File: src/sv/conv2d_valid_window_defines.svh
// Assertion macros for the windowed convolution block.
// Included by the top level; no other dependencies.
`ifndef CONV2D_VALID_WINDOW_DEFINES_SVH
`define CONV2D_VALID_WINDOW_DEFINES_SVH
`ifndef NO_ASSERTIONS
`define CDVW_ASSERT(lbl, ck, rn, cond, msg) \
	lbl: assert property (@(posedge ck) disable iff (!rn) (cond)) else $error(msg);
`define CDVW_ASSERT_NEXT(lbl, ck, rn, ante, cons, msg) \
	lbl: assert property (@(posedge ck) disable iff (!rn) (ante) |=> (cons)) else $error(msg);
`else
`define CDVW_ASSERT(lbl, ck, rn, cond, msg)
`define CDVW_ASSERT_NEXT(lbl, ck, rn, ante, cons, msg)
`endif
`endif

File: src/sv/cdvw_pkg.sv
// Shared types and constants for the windowed convolution block.
// No dependencies.
package cdvw_pkg;
	localparam int DEF_MAX_WIDTH  = 1024;
	localparam int DEF_MAX_KERNEL = 7;
	localparam int SAMPLE_BITS    = 16;
	localparam int COEF_BITS      = 16;
	localparam int PROD_BITS      = SAMPLE_BITS + COEF_BITS;
	localparam int ACC_BITS       = 38;
	localparam int SUM_BITS       = 37;
	localparam int POS_BITS       = 10;
	localparam int IDX_BITS       = 6;
	localparam int IN_DATA_BITS   = 24;
	localparam int OUT_DATA_BITS  = 64;
	localparam int CFG_IDX_BITS   = 2;
	localparam int CFG_DATA_BITS  = 16;
	localparam int WIDTH_BITS     = 11;
	localparam int HEIGHT_BITS    = 16;
	localparam int KSIZE_BITS     = 3;
	localparam int QDEPTH         = 2;

	localparam logic [CFG_IDX_BITS-1:0] CFG_IMAGE_WIDTH  = 2'd0;
	localparam logic [CFG_IDX_BITS-1:0] CFG_IMAGE_HEIGHT = 2'd1;
	localparam logic [CFG_IDX_BITS-1:0] CFG_KERNEL_SIZE  = 2'd2;

	localparam logic OP_SAMPLE = 1'b0;
	localparam logic OP_COEF   = 1'b1;

	typedef struct packed {
		logic                        is_coef;
		logic [IDX_BITS-1:0]         coef_idx;
		logic signed [COEF_BITS-1:0] coef_val;
		logic [POS_BITS-1:0]         row;
		logic [POS_BITS-1:0]         col;
		logic                        last;
	} job_hdr_t;

	typedef struct packed {
		logic full;
		logic empty;
	} q_stat_t;

	typedef enum logic {F_IDLE, F_WIN} fstate_t;
	typedef enum logic [1:0] {B_IDLE, B_MAC, B_FLUSH, B_DONE} bstate_t;
endpackage

File: src/sv/cdvw_queue.sv
// Short queue of jobs between the front and back parts.
// Depends on cdvw_pkg.
module cdvw_queue #(
	parameter int WIN_BITS = 784
) (
	input  logic clk,
	input  logic arst_n,
	input  logic push,
	input  cdvw_pkg::job_hdr_t push_hdr,
	input  logic [WIN_BITS-1:0] push_win,
	input  logic pop,
	output cdvw_pkg::q_stat_t q_stat,
	output cdvw_pkg::job_hdr_t head_hdr,
	output logic [WIN_BITS-1:0] head_win
);
	localparam int D = cdvw_pkg::QDEPTH;
	localparam int PW = D > 1 ? $clog2(D) : 1;
	localparam int CNW = $clog2(D + 1);

	cdvw_pkg::job_hdr_t hdr_q [D];
	logic [WIN_BITS-1:0] win_q [D];
	logic [PW-1:0] wp_q, rp_q;
	logic [CNW-1:0] cnt_q;

	assign q_stat.full = (cnt_q == CNW'(D));
	assign q_stat.empty = (cnt_q == '0);
	assign head_hdr = hdr_q[rp_q];
	assign head_win = win_q[rp_q];

	always_ff @(posedge clk or negedge arst_n) begin
		if (!arst_n) begin
			wp_q <= '0;
			rp_q <= '0;
			cnt_q <= '0;
		end else begin
			if (push) wp_q <= (wp_q == PW'(D - 1)) ? '0 : wp_q + PW'(1);
			if (pop) rp_q <= (rp_q == PW'(D - 1)) ? '0 : rp_q + PW'(1);
			if (push && !pop) cnt_q <= cnt_q + CNW'(1);
			else if (pop && !push) cnt_q <= cnt_q - CNW'(1);
		end
	end

	always_ff @(posedge clk) begin
		if (push) begin
			hdr_q[wp_q] <= push_hdr;
			win_q[wp_q] <= push_win;
		end
	end
endmodule

File: config.mk
export PLATFORM = sky130hd
export DESIGN_NAME = cdvw_queue
export DESIGN_NICKNAME = d
export VERILOG_FILES = /design/src/sv/conv2d_valid_window_defines.svh /design/src/sv/cdvw_pkg.sv /design/src/sv/cdvw_queue.sv
export SDC_FILE = /design/constraint.sdc
export NUM_CORES = 1
export LEC_CHECK = 0
export ABC_AREA = 1
export BUFFER_PORTS_ARGS = -buffer_cell sky130_fd_sc_hd__buf_2
export CORE_AREA = 2 2 651 653
export CTS_CLUSTER_DIAMETER = 60
export DETAILED_ROUTE_END_ITERATION = 7
export DIE_AREA = 0 0 653 655
export PLACE_DENSITY_LB_ADDON = 0.12
export SETUP_SLACK_MARGIN = 0.4
export SLEW_MARGIN = 10
export SYNTH_ARGS = -nofsm -noshare
export SYNTH_HDL_FRONTEND = slang
export SYNTH_SLANG_ARGS = --single-unit
File: constraint.sdc
create_clock -name clk -period 65.9 [get_ports clk]
set_input_delay 9.885 -clock clk [delete_from_list [all_inputs] [get_ports clk]]
set_output_delay 9.885 -clock clk [all_outputs]
set_load 0.03 [all_outputs]
# Word level (Yosys, flattened, before mapping)
# Memory sizes are Yosys's and may differ from the RTL's.
# Cells that the tools add are included.
# Widths: inputs -> output; s select.
[totals]
word_cells = 22
ff_bits = 4
memories = 2
out_inout_bits = 830
inputBits = 832
ramBits = 1656
[mem_list]
columns = ["memory", "depth", "word_bits", "rd", "rd_ports_with_merged_regs", "write_ports", "line", "source"]
rows = [
  ["win_q", 2, 784, 1, 0, 1, "cdvw_queue.sv:21", "logic [WIN_BITS-1:0] win_q [D];"],
  ["hdr_q", 2, 44, 1, 0, 1, "cdvw_queue.sv:20", "cdvw_pkg::job_hdr_t hdr_q [D];"],
]
[op_classes]
n_addsub = 4
eq_ne = 1
reduce_logical = 6
muxes = 6
[ops]
columns = ["cell", "count"]
rows = [
  ["$mux 1", 4],
  ["$mux 2", 2],
  ["$add 1x1->1 const B", 2],
  ["$add 2x1->2 const B", 1],
  ["$eq 2x2->1 const B", 1],
  ["$logic_and 1x1->1", 2],
  ["$logic_not 1->1", 2],
  ["$logic_not 2->1", 1],
  ["$reduce_bool 2->1", 1],
  ["$sub 2x1->2 const B", 1],
]

# Depth between registers and ports, before layout
[depth]
depth_word = 4
mapped_depth = 7
mapped_depth_nobuf = 7

# Least setup slack after synthesis
# OpenSTA, ideal clock, no wires.
[synth_timing]
path_kind = "input -> register"
startpoint = "input push"
endpoint = "memory hdr_q[0][0] (netlist bit) (enable)"
slack_ns = 19.352
arrival_ns = 44.481
t_required_ns = 63.832
path_stages = 2
path_buffers = 0
setup_time_ns = 2.068
path_cell_list = "inv_1 > nor2_1"
[synth_via]
elab_chain_len = 2
[synth_rtl]
columns = ["item", "line", "source"]
rows = [
  ["start, declared", "cdvw_queue.sv:8", "input logic push,"],
  ["$mux 1", "cdvw_queue.sv:44", "if (push) begin"],
  ["$mux 1 (not written as such)", "cdvw_queue.sv:45", "hdr_q[wp_q] <= push_hdr;"],
  ["end, declared", "cdvw_queue.sv:20", ""],
]
# No other way between the ends.

# Final worst setup path
[layout_timing]
startpoint = "register rp_q"
endpoint = "output head_win[483]"
[layout_via]
elab_chain_len = 1
[layout_rtl]
columns = ["item", "line", "source"]
rows = [
  ["start, declared", "cdvw_queue.sv:22", "logic [PW-1:0] wp_q, rp_q;"],
  ["start signal, assigned", "cdvw_queue.sv:37", "if (pop) rp_q <= (rp_q == PW'(D - 1)) ? '0 : rp_q + PW'(1);"],
  ["$mem_v2 2x784", "--", ""],
  ["end, declared", "cdvw_queue.sv:14", "output logic [WIN_BITS-1:0] head_win"],
]
# No other way between the ends.

==> metrics list <==
* Run status: completed
- Drt total wl: 268.2 mm
* Sequential share of the synthesized area: 0.8265
- After synthesis, the largest family of logic cells by area is multiplexers.
- The final route contains 33630 vias.
- Transition time at the pin with the least slew margin: 1172 ps
- Worst slack at placement: 49760 ps
- Crit path DAT: 6910 ps
- Later-pin clock latency in the skew report: 900 ps
- Counting both buffers and inverters, the worst setup path holds a total of 7.
* Vias in the first global route: 34740
- I/O pin cnt: 1662
- The first global-routing pass estimated 338.5 mm of wire.
- Number of standard cells in the final layout excluding fillers: 10260
* Unrepaired setup endpoints after global routing: false
* Static Leak: 29.35 nW
- For this run, the total global-route usage over all layers was measured as 0.1187.
* Largest delay share family, worst path: buffers and inverters
- Headroom to the max-slew limit: 0.2188
- For this run, the number of Yosys warnings is 0.
* Final worst path period need: 16790 ps
* Complex-gate fraction of the synthesized area: 0
- Slowest stage cell on the critical path: sky130_fd_sc_hd__buf_4
- Using the TritonRoute via totals, the vias-per-cell ratio works out to 3.278.
- In this run the cell area of the synthesized design comes to 60290 µm².
- Synth Area in Adders: 0.0002075
- STA classifies the critical path startpoint as a flop.
- For this run the aggregate overflow at the end of global routing stands at 0.
- Summed over all nets, the half-perimeter wirelength after detailed placement is 208.0 mm.
- The cell count after synthesis came out at 2601.
* Clock-pin slew reported for the worst setup and hold paths after clock tree synthesis: 50 ps
- Total of flip-flops plus latches after synthesis: 1660
- IO Port Bufs: 1661
- Standard cell core area: 421600 µm²
* Post-route clock skew: 52.09 ps
- The critical path goes through buf_4 -> buf_4 -> buf_4 -> buf_4 -> buf_4 -> buf_4 -> mux2_2 -> buf_2.
* Number of cells traversed by the worst register-to-register path: 7
- The congestion estimate from routability-driven global placement came to 0.8201.
- The number of clock buffers added by TritonCTS is 236.
- The critical path crosses 8 cells after its start point.
* Drt wl/cell: 26.14 µm
- The portion of synthesized area spent on multiplexers is 0.1547.
- The floorplan has 239 rows.
- Net count, final: 5281
* Count of fill cells added during filler insertion: 45240
- The first TritonRoute pass finished after 5 iterations.
- The number of hold buffers added after CTS was 0.
- CTS Root Buffer Type: sky130_fd_sc_hd__clkbuf_16
- Initial antenna violation count: 317
- Post-synthesis share of cell area spent on xor and xnor gates: 0.0004358
- Along the worst hold path, the cell count comes to 2.
- Post-CTS timing repair inserted 0 buffers for setup.
* Max H-tree Level: 4
- Of the total synthesized cell area, the portion taken by AND, OR, NAND and NOR gates is 0.0006849.
- In the final layout, the share of cells above drive strength 1 is 0.6219.
- In this design, the stage delay of the slowest critical-path cell is 920 ps.
- DRC Markers: 0
* Category of the worst setup path capture point: output port
* Cell mode on critical path: sky130_fd_sc_hd__buf_4
* Final hold slack: 517.5 ps
- Die footprint: 427700 µm²
- The clock passes through at most 4 buffers.
- After routing, the total negative slack on setup checks comes to 0 ps.
- Cell count after placement: 9753
* Post-cts repair resize count: 0
- In this run the worst path has a maximum fanout of 89.
- In the finished design, the share of the clock period the worst path needs comes to 0.2548.
- Final worst-path setup slack: 49110 ps
* Number of distinct library cells after synthesis: 13
* Fin. max-slew vios: 0
- PwrDens: 49.80 nW/µm²
- Die Y: 655 µm
- Maxcap violations: 0
- Routed Antenna Nets: 0
* Achievable clock frequency: 0.05955 GHz
* Overall Power: 4.122 mW
* Pin count of the biggest net entering global routing: 133
- Max rail drop VDD: 0.00002674 V
* Starting density of the core: 0.1430
* Average cell area after synthesis: 23.18 µm²
- Synthesized Nets: 3434
- In this run the worst hold path is classified as flop to flop.
* Setup violators final: 0
* Width of the die: 653 µm
* Number of sinks driven by the clock tree: 1660
- Detailed Route Iter0 Violations: 1839
- Data on the critical path is required at its endpoint by 56010 ps.
- Category of the critical setup timing path: flop to output port
- Number of hold-slack violations in the final timing report: 0
* Clock tree from TritonCTS: done
* Signed area change from the synthesized netlist to the final layout: 37.27%
[cell usage in the layout, fill, tap and decap left out, types with 7 or more instances in the layout]
master and count:
sky130_fd_sc_hd__buf_2 1661, sky130_fd_sc_hd__edfxtp_1 1656, sky130_fd_sc_hd__mux2_2 828, sky130_fd_sc_hd__clkbuf_16 238, sky130_fd_sc_hd__diode_2 69, sky130_fd_sc_hd__clkinv_1 49
sky130_fd_sc_hd__clkinv_2 37, sky130_fd_sc_hd__buf_4 34, sky130_fd_sc_hd__clkbuf_1 30, sky130_fd_sc_hd__clkinvlp_4 28, sky130_fd_sc_hd__bufinv_16 20, sky130_fd_sc_hd__clkinv_4 18
sky130_fd_sc_hd__inv_6 7
[logic make-up (layout without fill, tap and decap cells)]
group | Yosys count | after routing
other | 0 | 69
xor gates and xnor gates | 3 | 3
muxes | 828 | 828
and+or+nand+nor | 10 | 10
DFF | 1660 | 1660
adders and majority gates | 1 | 1
buffers and inverters | 99 | 2145
[state kept, by name, indices dropped and copies added, names as in the netlist]
| name | count |
|---|---|
| win_q | 1568 |
| hdr_q | 88 |
| cnt_q | 2 |
| rp_q | 1 |
| wp_q | 1 |
[stage by stage]
step	instance area [µm²]	util
global route	82640	0.1960
CTS	82580	0.1959
global placement	74900	0.1776
finish	82750	0.1963
floorplan	60290	-
detailed placement	74900	0.1776
[cells in the mapped netlist, drive strengths merged]
cell type | instances | area (µm²)
edfxtp | 1656 | 49730
ha | 1 | 12.51
xnor2 | 1 | 8.760
inv | 7 | 26.28
nand4 | 1 | 6.260
buf | 92 | 1030
nand3 | 1 | 5.000
xor2 | 2 | 17.52
mux2 | 828 | 9324
dfrtp | 4 | 100.1
nor2 | 3 | 11.26
nand2 | 5 | 18.77
[routing by layer]
metal	part of all wire	GRT usage	vias to the layer above
met5	0.0034	0	-
met4	0.035	0.03745	132
met3	0.097	0.05245	786
met2	0.54	0.2259	1646
met1	0.33	0.1129	16740
li1	-	-	14330
[power by group]
| group | internal, mW | leakage (nW) | switching, mW |
|---|---|---|---|
| Sequential | 1.40 | 15.6 | 0.0492 |
| Clock | 0.742 | 3.68 | 0.505 |
| Combinational | 0.405 | 10.1 | 1.02 |
[layout make-up]
class	instances	area, µm²	share of cell area
sequential	1660	49830	0.6022
multi-input combinational	842	9412	0.1137
timing repair buffer	1701	8688	0.1050
tap	5543	6935	0.08381
clock buffer	268	6068	0.07333
clock inverter	169	1613	0.01949
antenna	69	172.7	0.002086
inverter	7	33.78	0.0004082
[path summary, 6_finish.rpt]
check,start,slack [ps],to
max reg2reg,wp_q,60430,win_q[1][440]
min reg2reg,cnt_q[1],520,cnt_q[1]
min,cnt_q[1],520,cnt_q[1]
max,rp_q,49110,head_win[483]
min in group asynchronous,arst_n,8800,rp_q
max in group asynchronous,arst_n,56920,rp_q
[worst register-to-register path: stages, from the launching register on]
cell and delay [ps]:
sky130_fd_sc_hd__dfrtp_1 420, sky130_fd_sc_hd__nand2_1 160, sky130_fd_sc_hd__inv_8 530, sky130_fd_sc_hd__buf_4 750, sky130_fd_sc_hd__buf_4 840, sky130_fd_sc_hd__buf_4 750
sky130_fd_sc_hd__buf_4 680, sky130_fd_sc_hd__buf_12 630
(Power assumes the default switching activity.)
