<file path="src/sv/conv2d_valid_window_defines.svh">
// Assertion macros for the windowed convolution block.
// Included by the top level; no other dependencies.
`ifndef CONV2D_VALID_WINDOW_DEFINES_SVH
`define CONV2D_VALID_WINDOW_DEFINES_SVH
`ifndef NO_ASSERTIONS
`define CDVW_ASSERT(lbl, ck, rn, cond, msg) \
	lbl: assert property (@(posedge ck) disable iff (!rn) (cond)) else $error(msg);
`define CDVW_ASSERT_NEXT(lbl, ck, rn, ante, cons, msg) \
	lbl: assert property (@(posedge ck) disable iff (!rn) (ante) |=> (cons)) else $error(msg);
`else
`define CDVW_ASSERT(lbl, ck, rn, cond, msg)
`define CDVW_ASSERT_NEXT(lbl, ck, rn, ante, cons, msg)
`endif
`endif

</file>
<file path="src/sv/cdvw_pkg.sv">
// Shared types and constants for the windowed convolution block.
// No dependencies.
package cdvw_pkg;
	localparam int DEF_MAX_WIDTH  = 1024;
	localparam int DEF_MAX_KERNEL = 7;
	localparam int SAMPLE_BITS    = 16;
	localparam int COEF_BITS      = 16;
	localparam int PROD_BITS      = SAMPLE_BITS + COEF_BITS;
	localparam int ACC_BITS       = 38;
	localparam int SUM_BITS       = 37;
	localparam int POS_BITS       = 10;
	localparam int IDX_BITS       = 6;
	localparam int IN_DATA_BITS   = 24;
	localparam int OUT_DATA_BITS  = 64;
	localparam int CFG_IDX_BITS   = 2;
	localparam int CFG_DATA_BITS  = 16;
	localparam int WIDTH_BITS     = 11;
	localparam int HEIGHT_BITS    = 16;
	localparam int KSIZE_BITS     = 3;
	localparam int QDEPTH         = 2;

	localparam logic [CFG_IDX_BITS-1:0] CFG_IMAGE_WIDTH  = 2'd0;
	localparam logic [CFG_IDX_BITS-1:0] CFG_IMAGE_HEIGHT = 2'd1;
	localparam logic [CFG_IDX_BITS-1:0] CFG_KERNEL_SIZE  = 2'd2;

	localparam logic OP_SAMPLE = 1'b0;
	localparam logic OP_COEF   = 1'b1;

	typedef struct packed {
		logic                        is_coef;
		logic [IDX_BITS-1:0]         coef_idx;
		logic signed [COEF_BITS-1:0] coef_val;
		logic [POS_BITS-1:0]         row;
		logic [POS_BITS-1:0]         col;
		logic                        last;
	} job_hdr_t;

	typedef struct packed {
		logic full;
		logic empty;
	} q_stat_t;

	typedef enum logic {F_IDLE, F_WIN} fstate_t;
	typedef enum logic [1:0] {B_IDLE, B_MAC, B_FLUSH, B_DONE} bstate_t;
endpackage

</file>
<file path="src/sv/cdvw_back.sv">
// Back part: owns the coefficient store and runs each window job through one
// shared multiply-accumulate unit. Depends on cdvw_pkg.
module cdvw_back #(
	parameter int MAX_KERNEL = cdvw_pkg::DEF_MAX_KERNEL,
	localparam int KW = $clog2(MAX_KERNEL + 1),
	localparam int TAPS = MAX_KERNEL * MAX_KERNEL
) (
	input  logic clk,
	input  logic arst_n,
	input  logic [KW-1:0] kk,
	input  cdvw_pkg::q_stat_t q_stat,
	input  cdvw_pkg::job_hdr_t head_hdr,
	input  logic [TAPS*cdvw_pkg::SAMPLE_BITS-1:0] head_win,
	output logic pop,
	output logic m_tvalid,
	input  logic m_tready,
	output logic [cdvw_pkg::OUT_DATA_BITS-1:0] m_tdata, // conv_sum, out_row, out_col
	output logic m_tlast                                // frame_last
);
	localparam int SB = cdvw_pkg::SAMPLE_BITS;
	localparam int CB = cdvw_pkg::COEF_BITS;
	localparam int AW = TAPS > 1 ? $clog2(TAPS) : 1;

	cdvw_pkg::bstate_t state_q, state_n;
	logic signed [CB-1:0] cmem [TAPS];
	logic [TAPS-1:0] cvalid_q;
	logic [KW-1:0] ki_q, kj_q;
	logic [AW-1:0] ci_q;
	logic [AW-1:0] tap_idx;
	logic signed [SB-1:0] samp_s1;
	logic signed [CB-1:0] coef_s1;
	logic cval_s1, v_s1, v_s2;
	logic signed [cdvw_pkg::PROD_BITS-1:0] prod_s2;
	logic signed [cdvw_pkg::ACC_BITS-1:0] acc_q;
	logic coef_wr, start, issue, tap_end, load_out;
	logic m_valid_q;
	logic [cdvw_pkg::OUT_DATA_BITS-1:0] m_data_q;
	logic m_last_q;

	assign tap_idx = AW'((32'(MAX_KERNEL) - 32'(kk) + 32'(ki_q)) * MAX_KERNEL
		+ (32'(MAX_KERNEL) - 32'(kk) + 32'(kj_q)));
	assign tap_end = (kj_q == kk - KW'(1)) && (ki_q == kk - KW'(1));

	always_comb begin
		state_n = state_q;
		unique case (state_q)
			cdvw_pkg::B_IDLE:
				if (!q_stat.empty && !head_hdr.is_coef) state_n = cdvw_pkg::B_MAC;
			cdvw_pkg::B_MAC: if (tap_end) state_n = cdvw_pkg::B_FLUSH;
			cdvw_pkg::B_FLUSH: if (!v_s1 && !v_s2) state_n = cdvw_pkg::B_DONE;
			cdvw_pkg::B_DONE: if (!m_valid_q || m_tready) state_n = cdvw_pkg::B_IDLE;
			default: state_n = cdvw_pkg::B_IDLE;
		endcase
	end

	always_comb begin
		coef_wr = (state_q == cdvw_pkg::B_IDLE) && !q_stat.empty && head_hdr.is_coef;
		start = (state_q == cdvw_pkg::B_IDLE) && !q_stat.empty && !head_hdr.is_coef;
		issue = (state_q == cdvw_pkg::B_MAC);
		load_out = (state_q == cdvw_pkg::B_DONE) && (!m_valid_q || m_tready);
		pop = coef_wr || load_out;
	end

	always_ff @(posedge clk) begin
		if (coef_wr) cmem[AW'(head_hdr.coef_idx)] <= head_hdr.coef_val;
		if (issue) begin
			coef_s1 <= cmem[ci_q];
			samp_s1 <= head_win[tap_idx*SB +: SB];
		end
		prod_s2 <= samp_s1 * (cval_s1 ? coef_s1 : CB'(0));
		if (load_out) begin
			m_data_q <= cdvw_pkg::OUT_DATA_BITS'({head_hdr.col, head_hdr.row,
				acc_q[cdvw_pkg::SUM_BITS-1:0]});
			m_last_q <= head_hdr.last;
		end
	end

	always_ff @(posedge clk or negedge arst_n) begin
		if (!arst_n) begin
			state_q <= cdvw_pkg::B_IDLE;
			cvalid_q <= '0;
			ki_q <= '0;
			kj_q <= '0;
			ci_q <= '0;
			cval_s1 <= 1'b0;
			v_s1 <= 1'b0;
			v_s2 <= 1'b0;
			acc_q <= '0;
			m_valid_q <= 1'b0;
		end else begin
			state_q <= state_n;
			if (coef_wr) cvalid_q[AW'(head_hdr.coef_idx)] <= 1'b1;
			v_s1 <= issue;
			v_s2 <= v_s1;
			if (issue) cval_s1 <= cvalid_q[ci_q];
			if (start) begin
				ki_q <= '0;
				kj_q <= '0;
				ci_q <= '0;
				acc_q <= '0;
			end else begin
				if (issue) begin
					ci_q <= ci_q + AW'(1);
					if (kj_q == kk - KW'(1)) begin
						kj_q <= '0;
						ki_q <= ki_q + KW'(1);
					end else begin
						kj_q <= kj_q + KW'(1);
					end
				end
				if (v_s2) acc_q <= acc_q + cdvw_pkg::ACC_BITS'(prod_s2);
			end
			if (load_out) m_valid_q <= 1'b1;
			else if (m_tready) m_valid_q <= 1'b0;
		end
	end

	assign m_tvalid = m_valid_q;
	assign m_tdata = m_data_q;
	assign m_tlast = m_last_q;
endmodule

</file>
<file path="config.mk">
export PLATFORM = sky130hd
export DESIGN_NAME = cdvw_back
export DESIGN_NICKNAME = d
export VERILOG_FILES = /design/src/sv/conv2d_valid_window_defines.svh /design/src/sv/cdvw_pkg.sv /design/src/sv/cdvw_back.sv
export SDC_FILE = /design/constraint.sdc
export NUM_CORES = 2
export LEC_CHECK = 0
export BUFFER_PORTS_ARGS = -buffer_cell sky130_fd_sc_hd__buf_2
export CORE_MARGIN = 1
export CORE_UTILIZATION = 35
export CTS_BUF_LIST = sky130_fd_sc_hd__clkbuf_4
export DETAILED_ROUTE_END_ITERATION = 10
export PLACE_DENSITY = 0.67
export SYNTH_ARGS = -nofsm -noshare
export SYNTH_HDL_FRONTEND = slang
export SYNTH_SLANG_ARGS = --single-unit
</file>
<file path="constraint.sdc">
create_clock -name clk -period 5.96 [get_ports clk]
set_clock_uncertainty 0.05 [all_clocks]
set_input_delay 0.298 -clock clk [delete_from_list [all_inputs] [get_ports clk]]
set_output_delay 0.298 -clock clk [all_outputs]
set_load 0.02 [all_outputs]
</file>
* Yosys cells after proc, flatten, opt, wreduce, memory -nomap -nowiden
Memories as Yosys holds them, arrays and structs flattened. A register that Yosys moved wholly into a read port is not among the register bits.
Index checks and enable logic that the tools add are counted.
** Storage, ports and cells
- Output and inout port bits :: 67
- Memories :: 1
- Input port bits :: 836
- Bits in registers :: 211
- Logic and storage cells :: 86
- Bits in writable memories :: 784
- ROM bits :: 0
- Latch bits :: 0
** Cells by class
- Order comparisons :: 3
- Eq/ne operators :: 9
- $add $sub $neg :: 9
- Muxes and demuxes :: 24
- Div/mod/pow operators :: 0
- Reductions and logical operators :: 22
- Bitwise gates (word level) :: 1
- Shifts and indexed selects :: 1
- Multiply operators :: 2
** Memories
- cmem :: words 49, width 16, read ports 1, clocked after memory_dff 1, wr ports 1, line cdvw_back.sv:25 : logic signed [CB-1:0] cmem [TAPS];
** Operator list (count)
- indexed part select 784 x 11 -> 16 bit :: 1
- 2-to-1 mux 38 bit :: 2
- OR 49 bit :: 1
- adder 38 x 32 -> 38 bit :: 1
- adder 32 x 3 -> 32 bit :: 1
- multiplier 16 x 32 -> 32 bit :: 1
- multiplier 32 x 3 -> 6 bit, second input constant :: 1
- 2-to-1 mux 32 bit :: 1
- 2-to-1 mux 3 bit :: 6
- < comparator 6 x 7 -> 1 bit, second input constant :: 2
- 2-to-1 mux 6 bit :: 2
- logical AND 1 bit :: 8
- 2-to-1 mux 2 bit :: 4
- one-hot mux 2 bit (4 select lines) :: 1
- nonzero test 2 bit :: 4
- adder 3 x 1 -> 3 bit, second input constant :: 2
- adder 6 x 1 -> 6 bit, second input constant :: 1
- adder 6 bit :: 1
- binary-select mux 1 bit (select 6 bit) :: 1
- demux 1 bit (select 6 bit) :: 1
- equality test 3 bit :: 2
- >= comparator 6 x 1 -> 1 bit, second input constant :: 1
- 2-to-1 mux 1 bit :: 6
- != test 2 bit, second input constant :: 3
- other kinds (11) :: 17

* Depth between registers and ports, before layout
- Depth in word-level cells :: 5
- Depth in mapped cells :: 27
- Depth with buffers taken out :: 24

* Least setup slack after synthesis
No wires, ideal clock.
- Path type :: register to register
- Start point :: reg cval_s1
- End point :: reg prod_s2[31] (netlist bit)
- Setup slack :: -0.592 ns
- Buffers on the path :: 3
- Period minus slack after synthesis :: 6.552 ns
- Library setup time :: 0.136 ns
- Arrival :: 6.365 ns
- Stages on the path, launching flop included :: 28
- Required time :: 5.774 ns
- Path through :: dfrtp_1 > clkbuf_1 > clkbuf_1 > and2_1 > clkbuf_1 > nand2_1 > fa_1 > inv_1 > fa_1 > inv_1 > fa_1 > inv_1 > fa_1 > fa_1 > inv_1 > fa_1 > inv_1 > ha_1 > a21o_1 > a21o_1 > a21oi_1 > a21bo_2 > a31oi_1 > o41a_1 > o31ai_2 > a21boi_0 > nor4_1 > a311oi_1
** Between the ends
- Cells in the longest elaborated chain, start to end :: 2
** Ends and longest elaborated chain
- from (decl) :: line cdvw_back.sv:32 : logic cval_s1, v_s1, v_s2;
- from (signal assigned) :: line cdvw_back.sv:95 : if (issue) cval_s1 <= cvalid_q[ci_q];
- 2-to-1 mux 32 bit :: line cdvw_back.sv:70 : prod_s2 <= samp_s1 * (cval_s1 ? coef_s1 : CB'(0));
- multiplier 16 x 32 -> 32 bit :: line cdvw_back.sv:70
- to (signal assigned) :: line cdvw_back.sv:70
- to (decl) :: line cdvw_back.sv:33 : logic signed [cdvw_pkg::PROD_BITS-1:0] prod_s2;
Every way passes these cells.
A chain may end at the register's enable or synchronous reset.

* Worst setup path after layout
Same ends and word-level chain as after synthesis.

==> run metrics <==
vias in the first global route=38400; Setup crit start kind=flop; CTS clk-pin slew, worst paths=60 ps; # placed instances=6426; First-pass DRT Iterations=5; # rows=146; Finished Cell Area=69600 um2; met3 GRT Util=0.0623; Setup CP Type=reg2reg; first-pass GRT wire length=293 mm; register area share after synthesis=0.528; clock buffer count from CTS=274; chip width=402 um; highest net fanout along the worst path=29; I/O pins=903; highest clock rate=156 MHz; CP Data Arrival Time=7280 ps; antenna violations before repair=92; top cell type by total area after synthesis=edfxtp_1; H-tree Lvls=5; period utilisation layout=1.07; DP HPWL=165 mm; area grow syn2layout=24.6%; multi-input logic area=24700 um2; RSZ-0062 raised after global routing=yes; ANT nets after route=0; Synth Instances=3395; initial detailed-routing violation count=3571; CTS Root Cell=clkbuf_4; CORE AREA=158000 um2; Starting Density=0.353; placer congestion estimate=0.966; Via Count=37800; failing checks=negative setup slack; Clock Tree Buf Depth=4; gr ovfl total=0; Slew headroom=0.214; Clock Latency Late Sink=1170 ps; HP Class=in2reg; Hold WS=113 ps; Clock Sink Count=1010; busiest grt layer=met2; final core occ=0.440; main flop type after synthesis=edfxtp_1; Slew Limit Fails=0; routed wire length=214 mm; crit path capture type=flop; Synth top area share=0.470; Ys Warns=0; DR WL/cell=30.3 um; Worst Path Required=6850 ps; Max-cap violations=0; met2 Use GR=0.400; Cell Area, Synth=55900 um2; Placed Area=64500 um2; Die Height=402 um; Final #Nets=6032; layout cells sized above 1=0.449; final worst setup slack=-436 ps; Seq cells post-synth=1010; DRC=0; Synth cell types=67; die area=161000 um2; met1 track demand over resource=0.367; CTS tree=yes; status=complete, but fails checks; register area=29500 um2; # setup viols final=10; Synth area leaders=edfxtp_1 (47%), mux4_2 (21%), fa_1 (9.7%); final non-filler cell total=7059; Post-synth EDFFs=874; Mean Syn Cell Area=16.5 um2; Post-synth ARST share=0.103; Worst Tran Pin Value=1180 ps; total track usage=0.262; Port Buf Inserts=894; largest net degree at the start of global routing=67; via density per instance=5.35; min cycle time layout=6400 ps; Hold Fails Final Rpt=0; Fillers=14300
==> final cells by class <==
cell class | count | share of cell area
Tap cell | 2072 | 0.0372
Multi-Input combinational cell | 1881 | 0.355
Clock buffer | 389 | 0.0419
Antenna cell | 38 | 0.00137
Inverter | 315 | 0.0170
Clock inverter | 51 | 0.00590
Timing Repair Buffer | 1303 | 0.117
Sequential cell | 1010 | 0.424
==> Yosys cell counts, types with 12 or more instances <==
master    number
clkbuf_1     130
nor2_1       135
dfrtp_1      104
or2_2         51
nand2b_1      24
mux4_2       512
inv_1        315
dfxtp_1       32
o21ai_0       54
xnor2_1       49
buf_2         43
nand3_1       24
a21o_1        38
fa_1         271
edfxtp_1     874
a21oi_1       53
xor2_1        31
and3_1       128
mux2i_1       43
nand2_1      156
and2_1        19
ha_1         140
nor2b_1       12
buf_1         12
a22oi_1       16
==> final timing paths <==
check                           cells after the start  slack [ps]     endpoint          start
max in group asynchronous                           4        4810      ci_q[3]         arst_n
worst min register to register                      0         320         v_s2           v_s1
min in group asynchronous                           4         240    acc_q[17]         arst_n
worst min-delay path                                5         110   samp_s1[9]  head_win[233]
worst max register to register                     23        -440  prod_s2[31]        cval_s1
worst max-delay path                               23        -440  prod_s2[31]        cval_s1
==> state kept, by name, summed over array words and instances (netlist names), 3 cells and up <==
register and flops:
cmem 784, samp_s1 16, cvalid_q 49, ki_q 3, coef_s1 16, ci_q 6, prod_s2 32, m_tdata 57
kj_q 3, acc_q 37
==> cells in the final DEF, fill, tap and decap left out, types with 12 or more instances in the layout <==
cell           count
diode_2           38
buf_2            893
buf_4            243
xor2_1            30
a21oi_1           46
buf_12            18
fa_2              12
nand2_1          152
clkinv_1          34
dfrtp_1           97
a22oi_1           16
and3_1           124
fa_1             258
nand2b_1          24
nand3_1           24
xnor2_1           46
a21o_1            38
dfxtp_1           32
inv_1            308
edfxtp_1         874
ha_1             132
clkbuf_4         389
nor2_1           129
mux4_2           512
o21ai_0           54
dlygate4sd3_1    141
mux2i_1           43
or2_2             51
==> metrics by stage <==
stage	TNS (ps)	setup slack, ps
final	-3020	-436
after global routing	-5970	-661
after CTS	-2850	-463
after detailed placement	-3560	-559
after global placement	-2980	-497
after floorplan	-154	-83.5
==> critical path: stages (launching register included) <==
cell      delay [ps]
dfrtp_2          450
buf_12           200
and2_4           190
nand2_1           80
fa_1             560
fa_1             510
inv_1             50
fa_1             510
fa_1             440
fa_1             500
inv_2             40
fa_1             490
inv_2             70
ha_4             210
a21o_1           150
a21o_1           180
a21oi_2          170
a21bo_2          180
a31oi_4           50
o41a_1           430
o31ai_4          260
a21boi_1         150
nor4_2           160
a311oi_1          70
==> per-layer routing <==
metal  vias to the layer above  wire (um)
met1                     19500      89100
met2                      1974      98000
li1                      16000          -
met4                        24       7220
met3                       316      19300
met5                         -        142
==> kinds of logic after synthesis <==
logic type               share of synthesized area
AO/OA/AOI/OAI                               0.0272
other                                    0.0000671
buffers and inverters                       0.0360
multiplexers                                 0.215
adder cells (fa/ha/maj)                      0.128
AND/OR/NAND/NOR                             0.0530
XOR/XNOR                                    0.0125
flip-flops                                   0.528
==> what timing repair did <==
action | CTS | global route
setup endpoints to repair | 12 | 28
cloned | 0 | 1
resized for setup | 42 | 13
hold endpoints to repair | 1718 | 0
setup buffers | 7 | 6
hold buffers | 142 | 0
pin swaps | 16 | 3
Power is not shown: default switching activity piles up to over one toggle a cycle in this logic, so the estimate is an artifact.
